===== src/rtl/rrsd_pkg.sv =====
`default_nettype none

package rrsd_pkg;

   localparam int NUM_SERVERS_W       = 5;
   localparam int MAX_SERVERS_DEFAULT = 16;
   localparam int TIME_W              = 32;
   localparam int BUSY_W              = TIME_W + 1;
   localparam int COUNT_W             = 32;
   localparam int SERVER_W            = 4;
   localparam int QUEUE_DEPTH         = 2;

   localparam logic [NUM_SERVERS_W-1:0] NUM_SERVERS_RESET = NUM_SERVERS_W'(16);

   typedef enum logic [0:0] {
      CMD_DISPATCH = 1'b0,
      CMD_REPORT   = 1'b1
   } cmd_type;

   typedef enum logic [1:0] {
      KIND_ASSIGNED = 2'd0,
      KIND_DROPPED  = 2'd1,
      KIND_REPORT   = 2'd2
   } kind_type;

   typedef struct packed {
      cmd_type             cmd;
      logic [TIME_W-1:0]   arrival_time;
      logic [TIME_W-1:0]   duration;
   } req_type;

   typedef struct packed {
      kind_type            kind;
      logic [SERVER_W-1:0] server;
      logic [COUNT_W-1:0]  served_total;
      logic                last;
   } rsp_type;

   typedef enum logic [1:0] {
      ST_IDLE,
      ST_SELECT,
      ST_SCAN,
      ST_EMIT
   } back_state_type;

endpackage

`default_nettype wire


===== src/rtl/round_robin_server_dispatch_unit.sv =====
// Round-robin dispatcher for a pool of up to MAX_SERVERS servers with busy timers. A
// transaction on the request queue (push/full) is either a dispatch, which goes to the first
// server whose busy-until time is at or before the arrival, searching from a rotating start
// position, or a report, which lists every server in use whose served count equals the
// highest count, in ascending order with last set on the final entry. Results come out of the
// result queue (empty/pop), oldest first. A dispatch that finds no free server yields a
// dropped result; every dispatch advances the start position. In the back end a dispatch
// first registers the free flags against the arrival, then does the rotated priority search
// and the state update; a report first finds the maximum count over the pool size in use,
// one server per cycle, then walks the servers again up to the last busiest one. Result-queue
// back-pressure can stall either. Requests and results each pass through a two-entry queue,
// so the sender and the receiver can stall independently. The user must write the pool size
// register (csr_wr_en/csr_wr_data) only while the unit is idle; the block does not enforce it;
// zero counts as one server and values above MAX_SERVERS count as MAX_SERVERS.

`default_nettype none

module round_robin_server_dispatch_unit #(
   parameter int MAX_SERVERS = rrsd_pkg::MAX_SERVERS_DEFAULT
) (
   input  wire logic                               clock,
   input  wire logic                               reset,
   // request queue
   input  wire logic                               push,
   input  wire rrsd_pkg::req_type                  req_data,
   output logic                                    full,
   // result queue
   output logic                                    empty,
   output rrsd_pkg::rsp_type                       rsp_data,
   input  wire logic                               pop,
   // pool size register
   input  wire logic                               csr_wr_en,
   input  wire logic [rrsd_pkg::NUM_SERVERS_W-1:0] csr_wr_data
);

   localparam int POOL_W = $clog2(MAX_SERVERS + 1);
   localparam int WIDE_W = (POOL_W > rrsd_pkg::NUM_SERVERS_W) ? POOL_W
                                                               : rrsd_pkg::NUM_SERVERS_W;

   logic [rrsd_pkg::NUM_SERVERS_W-1:0] num_servers_ff;
   logic [WIDE_W-1:0]                  num_wide;
   logic [POOL_W-1:0]                  pool_size;

   rrsd_pkg::req_type                  cmd_item;
   logic                               cmd_empty;
   logic                               cmd_pop;
   rrsd_pkg::rsp_type                  rsp_item;
   logic                               rsp_push;
   logic                               rsp_full;

   // Hold the pool size; take every write
   always_ff @(posedge clock) begin
      if (reset) begin
         num_servers_ff <= rrsd_pkg::NUM_SERVERS_RESET;
      end else if (csr_wr_en) begin
         num_servers_ff <= csr_wr_data;
      end
   end

   // Clamp the pool size into one server up to MAX_SERVERS
   assign num_wide = WIDE_W'(num_servers_ff);

   always_comb begin
      if (num_wide == '0) begin
         pool_size = POOL_W'(1);
      end else if (num_wide > WIDE_W'(MAX_SERVERS)) begin
         pool_size = POOL_W'(MAX_SERVERS);
      end else begin
         pool_size = POOL_W'(num_wide);
      end
   end

   // Front end: queue incoming transactions ahead of the dispatch engine
   rrsd_fifo #(
      .DEPTH     (rrsd_pkg::QUEUE_DEPTH),
      .item_type (rrsd_pkg::req_type)
   ) u_cmd_queue (
      .clock     (clock),
      .reset     (reset),
      .push      (push),
      .push_item (req_data),
      .full      (full),
      .pop       (cmd_pop),
      .pop_item  (cmd_item),
      .empty     (cmd_empty)
   );

   // Back end: server state, dispatch search and report walk
   rrsd_back #(
      .MAX_SERVERS (MAX_SERVERS)
   ) u_back (
      .clock     (clock),
      .reset     (reset),
      .pool_size (pool_size),
      .cmd_item  (cmd_item),
      .cmd_empty (cmd_empty),
      .cmd_pop   (cmd_pop),
      .rsp_item  (rsp_item),
      .rsp_push  (rsp_push),
      .rsp_full  (rsp_full)
   );

   // Result queue: decouple the engine from the consumer
   rrsd_fifo #(
      .DEPTH     (rrsd_pkg::QUEUE_DEPTH),
      .item_type (rrsd_pkg::rsp_type)
   ) u_rsp_queue (
      .clock     (clock),
      .reset     (reset),
      .push      (rsp_push),
      .push_item (rsp_item),
      .full      (rsp_full),
      .pop       (pop),
      .pop_item  (rsp_data),
      .empty     (empty)
   );

endmodule

`default_nettype wire


===== src/rtl/rrsd_fifo.sv =====
`default_nettype none

module rrsd_fifo #(
   parameter int  DEPTH     = rrsd_pkg::QUEUE_DEPTH,
   parameter type item_type = logic,
   localparam int PTR_W     = (DEPTH > 1) ? $clog2(DEPTH) : 1,
   localparam int CNT_W     = $clog2(DEPTH + 1)
) (
   input  wire logic     clock,
   input  wire logic     reset,
   input  wire logic     push,
   input  wire item_type push_item,
   output logic          full,
   input  wire logic     pop,
   output item_type      pop_item,
   output logic          empty
);

   item_type           slot_ff [DEPTH];
   logic [PTR_W-1:0]   wr_ptr_ff;
   logic [PTR_W-1:0]   wr_ptr_in;
   logic [PTR_W-1:0]   rd_ptr_ff;
   logic [PTR_W-1:0]   rd_ptr_in;
   logic [CNT_W-1:0]   fill_ff;
   logic [CNT_W-1:0]   fill_in;
   logic               do_push;
   logic               do_pop;

   assign full     = (fill_ff == CNT_W'(DEPTH));
   assign empty    = (fill_ff == '0);
   assign do_push  = push && !full;
   assign do_pop   = pop && !empty;
   assign pop_item = slot_ff[rd_ptr_ff];

   always_comb begin
      wr_ptr_in = wr_ptr_ff;
      rd_ptr_in = rd_ptr_ff;
      fill_in   = fill_ff;
      if (do_push) begin
         wr_ptr_in = (wr_ptr_ff == PTR_W'(DEPTH - 1)) ? '0 : wr_ptr_ff + PTR_W'(1);
      end
      if (do_pop) begin
         rd_ptr_in = (rd_ptr_ff == PTR_W'(DEPTH - 1)) ? '0 : rd_ptr_ff + PTR_W'(1);
      end
      if (do_push && !do_pop) begin
         fill_in = fill_ff + CNT_W'(1);
      end else if (do_pop && !do_push) begin
         fill_in = fill_ff - CNT_W'(1);
      end
   end

   always_ff @(posedge clock) begin
      if (reset) begin
         wr_ptr_ff <= '0;
         rd_ptr_ff <= '0;
         fill_ff   <= '0;
      end else begin
         wr_ptr_ff <= wr_ptr_in;
         rd_ptr_ff <= rd_ptr_in;
         fill_ff   <= fill_in;
      end
   end

   always_ff @(posedge clock) begin
      if (do_push) begin
         slot_ff[wr_ptr_ff] <= push_item;
      end
   end

endmodule

`default_nettype wire


===== src/rtl/rrsd_back.sv =====
`default_nettype none

module rrsd_back #(
   parameter int  MAX_SERVERS = rrsd_pkg::MAX_SERVERS_DEFAULT,
   localparam int IDX_W       = (MAX_SERVERS > 1) ? $clog2(MAX_SERVERS) : 1,
   localparam int POOL_W      = $clog2(MAX_SERVERS + 1)
) (
   input  wire logic              clock,
   input  wire logic              reset,
   input  wire logic [POOL_W-1:0] pool_size,
   input  wire rrsd_pkg::req_type cmd_item,
   input  wire logic              cmd_empty,
   output logic                   cmd_pop,
   output rrsd_pkg::rsp_type      rsp_item,
   output logic                   rsp_push,
   input  wire logic              rsp_full
);

   rrsd_pkg::back_state_type           state_ff;
   rrsd_pkg::back_state_type           state_in;
   rrsd_pkg::req_type                  item_ff;
   logic [MAX_SERVERS-1:0]             free_ff;
   logic [MAX_SERVERS-1:0]             free_in;
   logic [rrsd_pkg::BUSY_W-1:0]        busy_ff  [MAX_SERVERS];
   logic [rrsd_pkg::COUNT_W-1:0]       count_ff [MAX_SERVERS];
   logic [IDX_W-1:0]                   start_ff;
   logic [IDX_W-1:0]                   start_in;
   logic [IDX_W-1:0]                   walk_ff;
   logic [IDX_W-1:0]                   walk_in;
   logic [rrsd_pkg::COUNT_W-1:0]       max_ff;
   logic [IDX_W-1:0]                   lastidx_ff;

   logic [IDX_W-1:0]                   pos;
   logic [POOL_W-1:0]                  pos_inc;
   logic [MAX_SERVERS-1:0]             eligible;
   logic                               hi_hit;
   logic [IDX_W-1:0]                   hi_idx;
   logic [IDX_W-1:0]                   lo_idx;
   logic                               found;
   logic [IDX_W-1:0]                   chosen;
   logic [IDX_W-1:0]                   rd_idx;
   logic [rrsd_pkg::COUNT_W-1:0]       rd_count;
   logic [rrsd_pkg::COUNT_W-1:0]       count_inc;
   logic [rrsd_pkg::BUSY_W-1:0]        busy_new;
   logic                               scan_end;
   logic                               match;
   logic                               is_last;
   logic                               commit;

   // Free flags against the head of the command queue
   always_comb begin
      for (int i = 0; i < MAX_SERVERS; i++) begin
         free_in[i] = (busy_ff[i] <= {1'b0, cmd_item.arrival_time});
      end
   end

   // Rotated priority search, start position first
   always_comb begin
      pos     = (POOL_W'(start_ff) < pool_size) ? start_ff : '0;
      pos_inc = POOL_W'(pos) + POOL_W'(1);
      start_in = (pos_inc >= pool_size) ? '0 : IDX_W'(pos_inc);
      hi_hit  = 1'b0;
      hi_idx  = '0;
      lo_idx  = '0;
      for (int i = 0; i < MAX_SERVERS; i++) begin
         eligible[i] = free_ff[i] && (POOL_W'(i) < pool_size);
      end
      for (int i = MAX_SERVERS - 1; i >= 0; i--) begin
         if (eligible[i]) begin
            lo_idx = IDX_W'(i);
            if (IDX_W'(i) >= pos) begin
               hi_hit = 1'b1;
               hi_idx = IDX_W'(i);
            end
         end
      end
      found  = |eligible;
      chosen = hi_hit ? hi_idx : lo_idx;
   end

   assign rd_idx    = (state_ff == rrsd_pkg::ST_SELECT) ? chosen : walk_ff;
   assign rd_count  = count_ff[rd_idx];
   assign count_inc = (rd_count == '1) ? rd_count : rd_count + rrsd_pkg::COUNT_W'(1);
   assign busy_new  = {1'b0, item_ff.arrival_time} + {1'b0, item_ff.duration};
   assign scan_end  = (POOL_W'(walk_ff) == pool_size - POOL_W'(1));
   assign match     = (rd_count == max_ff);
   assign is_last   = (walk_ff == lastidx_ff);

   always_comb begin
      state_in = state_ff;
      unique case (state_ff)
         rrsd_pkg::ST_IDLE: begin
            if (!cmd_empty) begin
               state_in = (cmd_item.cmd == rrsd_pkg::CMD_REPORT) ? rrsd_pkg::ST_SCAN
                                                                 : rrsd_pkg::ST_SELECT;
            end
         end
         rrsd_pkg::ST_SELECT: begin
            if (!rsp_full) begin
               state_in = rrsd_pkg::ST_IDLE;
            end
         end
         rrsd_pkg::ST_SCAN: begin
            if (scan_end) begin
               state_in = rrsd_pkg::ST_EMIT;
            end
         end
         rrsd_pkg::ST_EMIT: begin
            if (match && is_last && !rsp_full) begin
               state_in = rrsd_pkg::ST_IDLE;
            end
         end
         default: state_in = rrsd_pkg::ST_IDLE;
      endcase
   end

   always_comb begin
      cmd_pop  = 1'b0;
      rsp_push = 1'b0;
      rsp_item = '0;
      commit   = 1'b0;
      walk_in  = walk_ff;
      unique case (state_ff)
         rrsd_pkg::ST_IDLE: begin
            cmd_pop = !cmd_empty;
            walk_in = '0;
         end
         rrsd_pkg::ST_SELECT: begin
            commit        = !rsp_full;
            rsp_push      = !rsp_full;
            rsp_item.last = 1'b1;
            if (found) begin
               rsp_item.kind         = rrsd_pkg::KIND_ASSIGNED;
               rsp_item.server       = rrsd_pkg::SERVER_W'(chosen);
               rsp_item.served_total = count_inc;
            end else begin
               rsp_item.kind = rrsd_pkg::KIND_DROPPED;
            end
         end
         rrsd_pkg::ST_SCAN: begin
            walk_in = scan_end ? '0 : walk_ff + IDX_W'(1);
         end
         rrsd_pkg::ST_EMIT: begin
            rsp_push              = match && !rsp_full;
            rsp_item.kind         = rrsd_pkg::KIND_REPORT;
            rsp_item.server       = rrsd_pkg::SERVER_W'(walk_ff);
            rsp_item.served_total = rd_count;
            rsp_item.last         = is_last;
            if (!match || !rsp_full) begin
               walk_in = walk_ff + IDX_W'(1);
            end
         end
         default: begin
            walk_in = '0;
         end
      endcase
   end

   always_ff @(posedge clock) begin
      if (reset) begin
         state_ff <= rrsd_pkg::ST_IDLE;
         start_ff <= '0;
         walk_ff  <= '0;
         for (int i = 0; i < MAX_SERVERS; i++) begin
            busy_ff[i]  <= '0;
            count_ff[i] <= '0;
         end
      end else begin
         state_ff <= state_in;
         walk_ff  <= walk_in;
         if (commit) begin
            start_ff <= start_in;
            if (found) begin
               busy_ff[chosen]  <= busy_new;
               count_ff[chosen] <= count_inc;
            end
         end
      end
   end

   always_ff @(posedge clock) begin
      if (cmd_pop) begin
         item_ff    <= cmd_item;
         free_ff    <= free_in;
         max_ff     <= '0;
         lastidx_ff <= '0;
      end else if (state_ff == rrsd_pkg::ST_SCAN) begin
         if (rd_count > max_ff) begin
            max_ff     <= rd_count;
            lastidx_ff <= walk_ff;
         end else if (rd_count == max_ff) begin
            lastidx_ff <= walk_ff;
         end
      end
   end

endmodule

`default_nettype wire


===== config.mk =====
export PLATFORM = sky130hd
export DESIGN_NAME = round_robin_server_dispatch_unit
export DESIGN_NICKNAME = d
export VERILOG_FILES = /design/src/rtl/rrsd_pkg.sv /design/src/rtl/round_robin_server_dispatch_unit.sv /design/src/rtl/rrsd_fifo.sv /design/src/rtl/rrsd_back.sv
export SDC_FILE = /design/constraint.sdc
export NUM_CORES = 2
export LEC_CHECK = 0
export ABC_AREA = 1
export BUFFER_PORTS_ARGS = -buffer_cell sky130_fd_sc_hd__buf_2
export CAP_MARGIN = 20
export CORE_ASPECT_RATIO = 1.1
export CORE_UTILIZATION = 45
export DETAILED_ROUTE_END_ITERATION = 16
export PLACE_DENSITY = 0.66
export SLEW_MARGIN = 20
export SYNTH_ARGS = -nofsm -noshare
export SYNTH_HDL_FRONTEND = slang
export SYNTH_SLANG_ARGS = --single-unit
export TNS_END_PERCENT = 30

===== constraint.sdc =====
create_clock -name clock -period 7.5 [get_ports clock]
set_input_delay 0.375 -clock clock [delete_from_list [all_inputs] [get_ports clock]]
set_output_delay 0.375 -clock clock [all_outputs]
set_load 0.01 [all_outputs]

==> impl_summary.txt <==
----------------------------------------------------
[Logic synthesis]
  Netlist area before placement ... 70200 sq um
  Most used standard cell by instance count after synthesis ... sky130_fd_sc_hd__edfxtp_1
  Post-synth EDFFs ... 1328
  Avg Cell Area, Syn ... 10.6 sq um
  Portion of the post-synthesis area used by sequential elements ... 58.5%
  Post-Syn Instances ... 6618
  Top post-synthesis cells by area ... sky130_fd_sc_hd__edfxtp_1, sky130_fd_sc_hd__ha_1, sky130_fd_sc_hd__nor2_1
  Net Count, Synth ... 7287
  Flip-flop and latch count after synthesis ... 1389
  Prevailing post-synth register cell ... sky130_fd_sc_hd__edfxtp_1
  Yosys synthesis warning count ... 0
  Count of different cell masters after synthesis ... 66
  Most used standard cells in the synthesized netlist ... sky130_fd_sc_hd__edfxtp_1, sky130_fd_sc_hd__nor2_1, sky130_fd_sc_hd__nand2_1, sky130_fd_sc_hd__nand3_1, sky130_fd_sc_hd__ha_1
  Biggest area consumer among synthesized cells ... sky130_fd_sc_hd__edfxtp_1
  Ys async rst share ... 0%
  Share of the synthesized area in the top cell type ... 56.8%

[Outcome]
  Outcome ... finished, final reports clean

[Die]
  Placement row count ... 151
  Area of the die ... 158000 sq um
  Area inside the core boundary ... 155000 sq um
  Die boundary width ... 379 um
  Starting density of the core ... 45.5%
  Die boundary height ... 416 um
  Number of top-level design ports ... 116

[STA]
  Worst clock skew on the final layout ... 0.0287 ns
  Final hold vios ... 0
  Final Cycle Share ... 91.8%
  Relative slew margins ... 19.3%
  Slew at the pin closest to its max-slew limit ... 1.21 ns
  Setup tns final ... 0 ns
  Worst slack on hold paths ... 0.170 ns
  Maximum operating frequency ... 0.145 GHz
  Minimum period implied by the final worst setup slack ... 6.88 ns
  Pins Over Slew Limit ... 0
  Number of setup violations in the final report ... 0

[Drt]
  Total detailed-routing wirelength ... 215 mm
  Routed via count ... 52568
  Post-route antenna net violation count ... 0
  Residual DRC count ... 0
  Vias per cell ... 5.84
  Iter 0 DRT Violations ... 6012
  Average wire length per cell after detail routing ... 23.9 um
  Drt first pass iters ... 6

[Critical path]
  Startpoint Class ... flip-flop
  Delay of the slowest critical-path stage ... 0.34 ns
  CP top delay family ... simple AND/OR/NAND/NOR gates
  Worst setup path category ... reg2reg
  Critical path data required time ... 8.16 ns
  Data arrival, critical path ... 7.54 ns
  Crit. Startpoint ... num_servers_ff[2]$_SDFFE_PP0P_
  Worst R2R Start ... num_servers_ff[2]$_SDFFE_PP0P_
  Buf/Inv on CP ... 9
  Crit path capture type ... flip-flop
  Most common cell type on the critical path ... sky130_fd_sc_hd__nand2_1
  Worst Path Max Fanout ... 36
  Master of the slowest instance on the critical path ... sky130_fd_sc_hd__nor3_2

[Final layout]
  Share of layout cells above drive strength 1 ... 12.3%
  Count of nets after finishing ... 7487
  Fill cell instance count of the final layout ... 13488
  Area Growth Syn to Fin ... 13.3%

[Place]
  Dpl hpwl ... 129 mm
  Number of port buffers ... 115
  Final weighted congestion in routability-driven placement ... 0.935

[GRT]
  Number of global-route vias before repair ... 51296
  GRT Residual Overflow ... 0
  Largest net degree at the start of global routing ... 138
  GRT Resource Usage Total ... 27.1%
  Global-route wire length before repair ... 317 mm
  Initial antenna violation count ... 2

[Pwr]
  Worst vdd ir ... 367 uV
  Leak pwr ... 0.0313 uW
  Power per standard cell area ... 383 nW/um^2

[CTS]
  Clock input transition at the sequential cells of the worst setup and hold paths ... 0.06 ns
  H-tree lvl count ... 4
  Clock latency of the later-clocked register in the worst-skew pair ... 0.80 ns
  Root buffer cell ... sky130_fd_sc_hd__clkbuf_16
  Total number of clock tree sinks ... 1389
  Total CTS buffers ... 148
  Clock tree from TritonCTS ... done
  Max Buffers Root-to-Sink ... 3

[Hold path]
  Kind of path behind the tightest hold check ... in2reg
  Hold path startpoint ... push

[Flow run]
  Max-cap viol count ... 0

----------------------------------------------------
metal layers:
layer	up-vias	wire length (um)	GRT usage [%]
li1	23801	-	-
met1	25582	84700	35.1
met2	2651	101000	44.2
met4	0	11200	13.1
met3	534	18600	4.12
met5	-	0	0
kinds of logic (layout without fill, tap and decap cells):
logic type / after synthesis / after routing / share of synthesized area, %
simple gates: 3029 / 3030 / 18.3
flops: 1389 / 1389 / 58.5
compound gates: 824 / 824 / 6.98
buf+inv: 695 / 1015 / 4.41
fa+ha+maj: 594 / 594 / 10.6
xor+xnor: 48 / 48 / 0.598
mux: 39 / 39 / 0.625
other cells: 0 / 3 / 0
cell usage in the layout (no fill, tap or decap), types with 79 or more instances in the layout:
master	n
sky130_fd_sc_hd__a21oi_1	372
sky130_fd_sc_hd__nand4_1	79
sky130_fd_sc_hd__clkbuf_16	156
sky130_fd_sc_hd__o21ai_0	171
sky130_fd_sc_hd__inv_1	291
sky130_fd_sc_hd__edfxtp_1	1328
sky130_fd_sc_hd__nand2_1	909
sky130_fd_sc_hd__dlygate4sd3_1	79
sky130_fd_sc_hd__nand3_1	712
sky130_fd_sc_hd__buf_4	179
sky130_fd_sc_hd__buf_2	116
sky130_fd_sc_hd__ha_1	593
sky130_fd_sc_hd__nor2_1	1156
tightest hold or removal path, cell delays in order:
cell and delay [ns]:
sky130_fd_sc_hd__buf_2 0.09, sky130_fd_sc_hd__o21ai_0 0.28, sky130_fd_sc_hd__nor2_4 0.10, sky130_fd_sc_hd__nor2_1 0.09
worst paths after layout:
path	end	slack (ns)	cells past startpoint
worst max-delay path	u_rsp_queue.fill_ff[1]$_SDFFE_PP0P_	0.62	42
worst min-delay path	u_cmd_queue.wr_ptr_ff$_SDFFE_PP0P_	0.17	4
worst min register to register	flip-flop	0.46	1
worst max register to register	u_rsp_queue.fill_ff[1]$_SDFFE_PP0P_	0.62	42
final cells by class:
type / count / area [sq um] / share of cell area [%]
Sequential cell: 1389 / 41100 / 51.7
Multi-Input combinational cell: 4535 / 26600 / 33.4
Clock buffer: 187 / 4000 / 5.02
Timing Repair Buffer: 405 / 3310 / 4.16
Tap cell: 2065 / 2580 / 3.25
Inverter: 339 / 1310 / 1.65
Clock inverter: 84 / 703 / 0.884
Antenna cell: 3 / 7.51 / 0.00943
metrics by stage:
step | area, sq um | util, % | total power, uW | setup slack, ns | cells
after floorplan | 70200 | - | 17600 | 0.195 | 6618
after global placement | 73700 | 47.7 | 22700 | 0.420 | 8639
after detailed placement | 73700 | 47.7 | 23000 | 0.344 | 8640
after CTS | 79200 | 51.3 | 30200 | 0.299 | 8990
after global routing | 79600 | 51.5 | 31900 | -0.0213 | 9005
final | 79600 | 51.5 | 30500 | 0.616 | 9007
power breakdown:
group / leakage, uW / internal [uW] / switching (uW)
clock network: 0.00228 / 4070 / 3140
registers: 0.0139 / 9470 / 304
logic: 0.0151 / 3640 / 9830
flip-flops by register name, summed over array words and instances, names as in the netlist, 2 cells and up, named ones only:
name / flops
num_servers_ff: 5
u_back.busy_ff: 528
u_back.count_ff: 512
u_back.free_ff: 16
u_back.item_ff: 64
u_back.lastidx_ff: 4
u_back.max_ff: 32
u_back.start_ff: 4
u_back.state_ff: 2
u_back.walk_ff: 4
u_cmd_queue.fill_ff: 2
u_cmd_queue.slot_ff: 130
u_rsp_queue.fill_ff: 2
u_rsp_queue.slot_ff: 78
repair_timing:
| item | 4_1_cts | 5_1_grt |
|---|---|---|
| hold buffers | 79 | 0 |
| resized for setup | 0 | 39 |
| endpoints found under the setup margin | 0 | 121 |
| setup buffers | 0 | 9 |
| endpoints found under the hold margin | 144 | 0 |
Note: power is estimated with default switching activity, not from simulation.
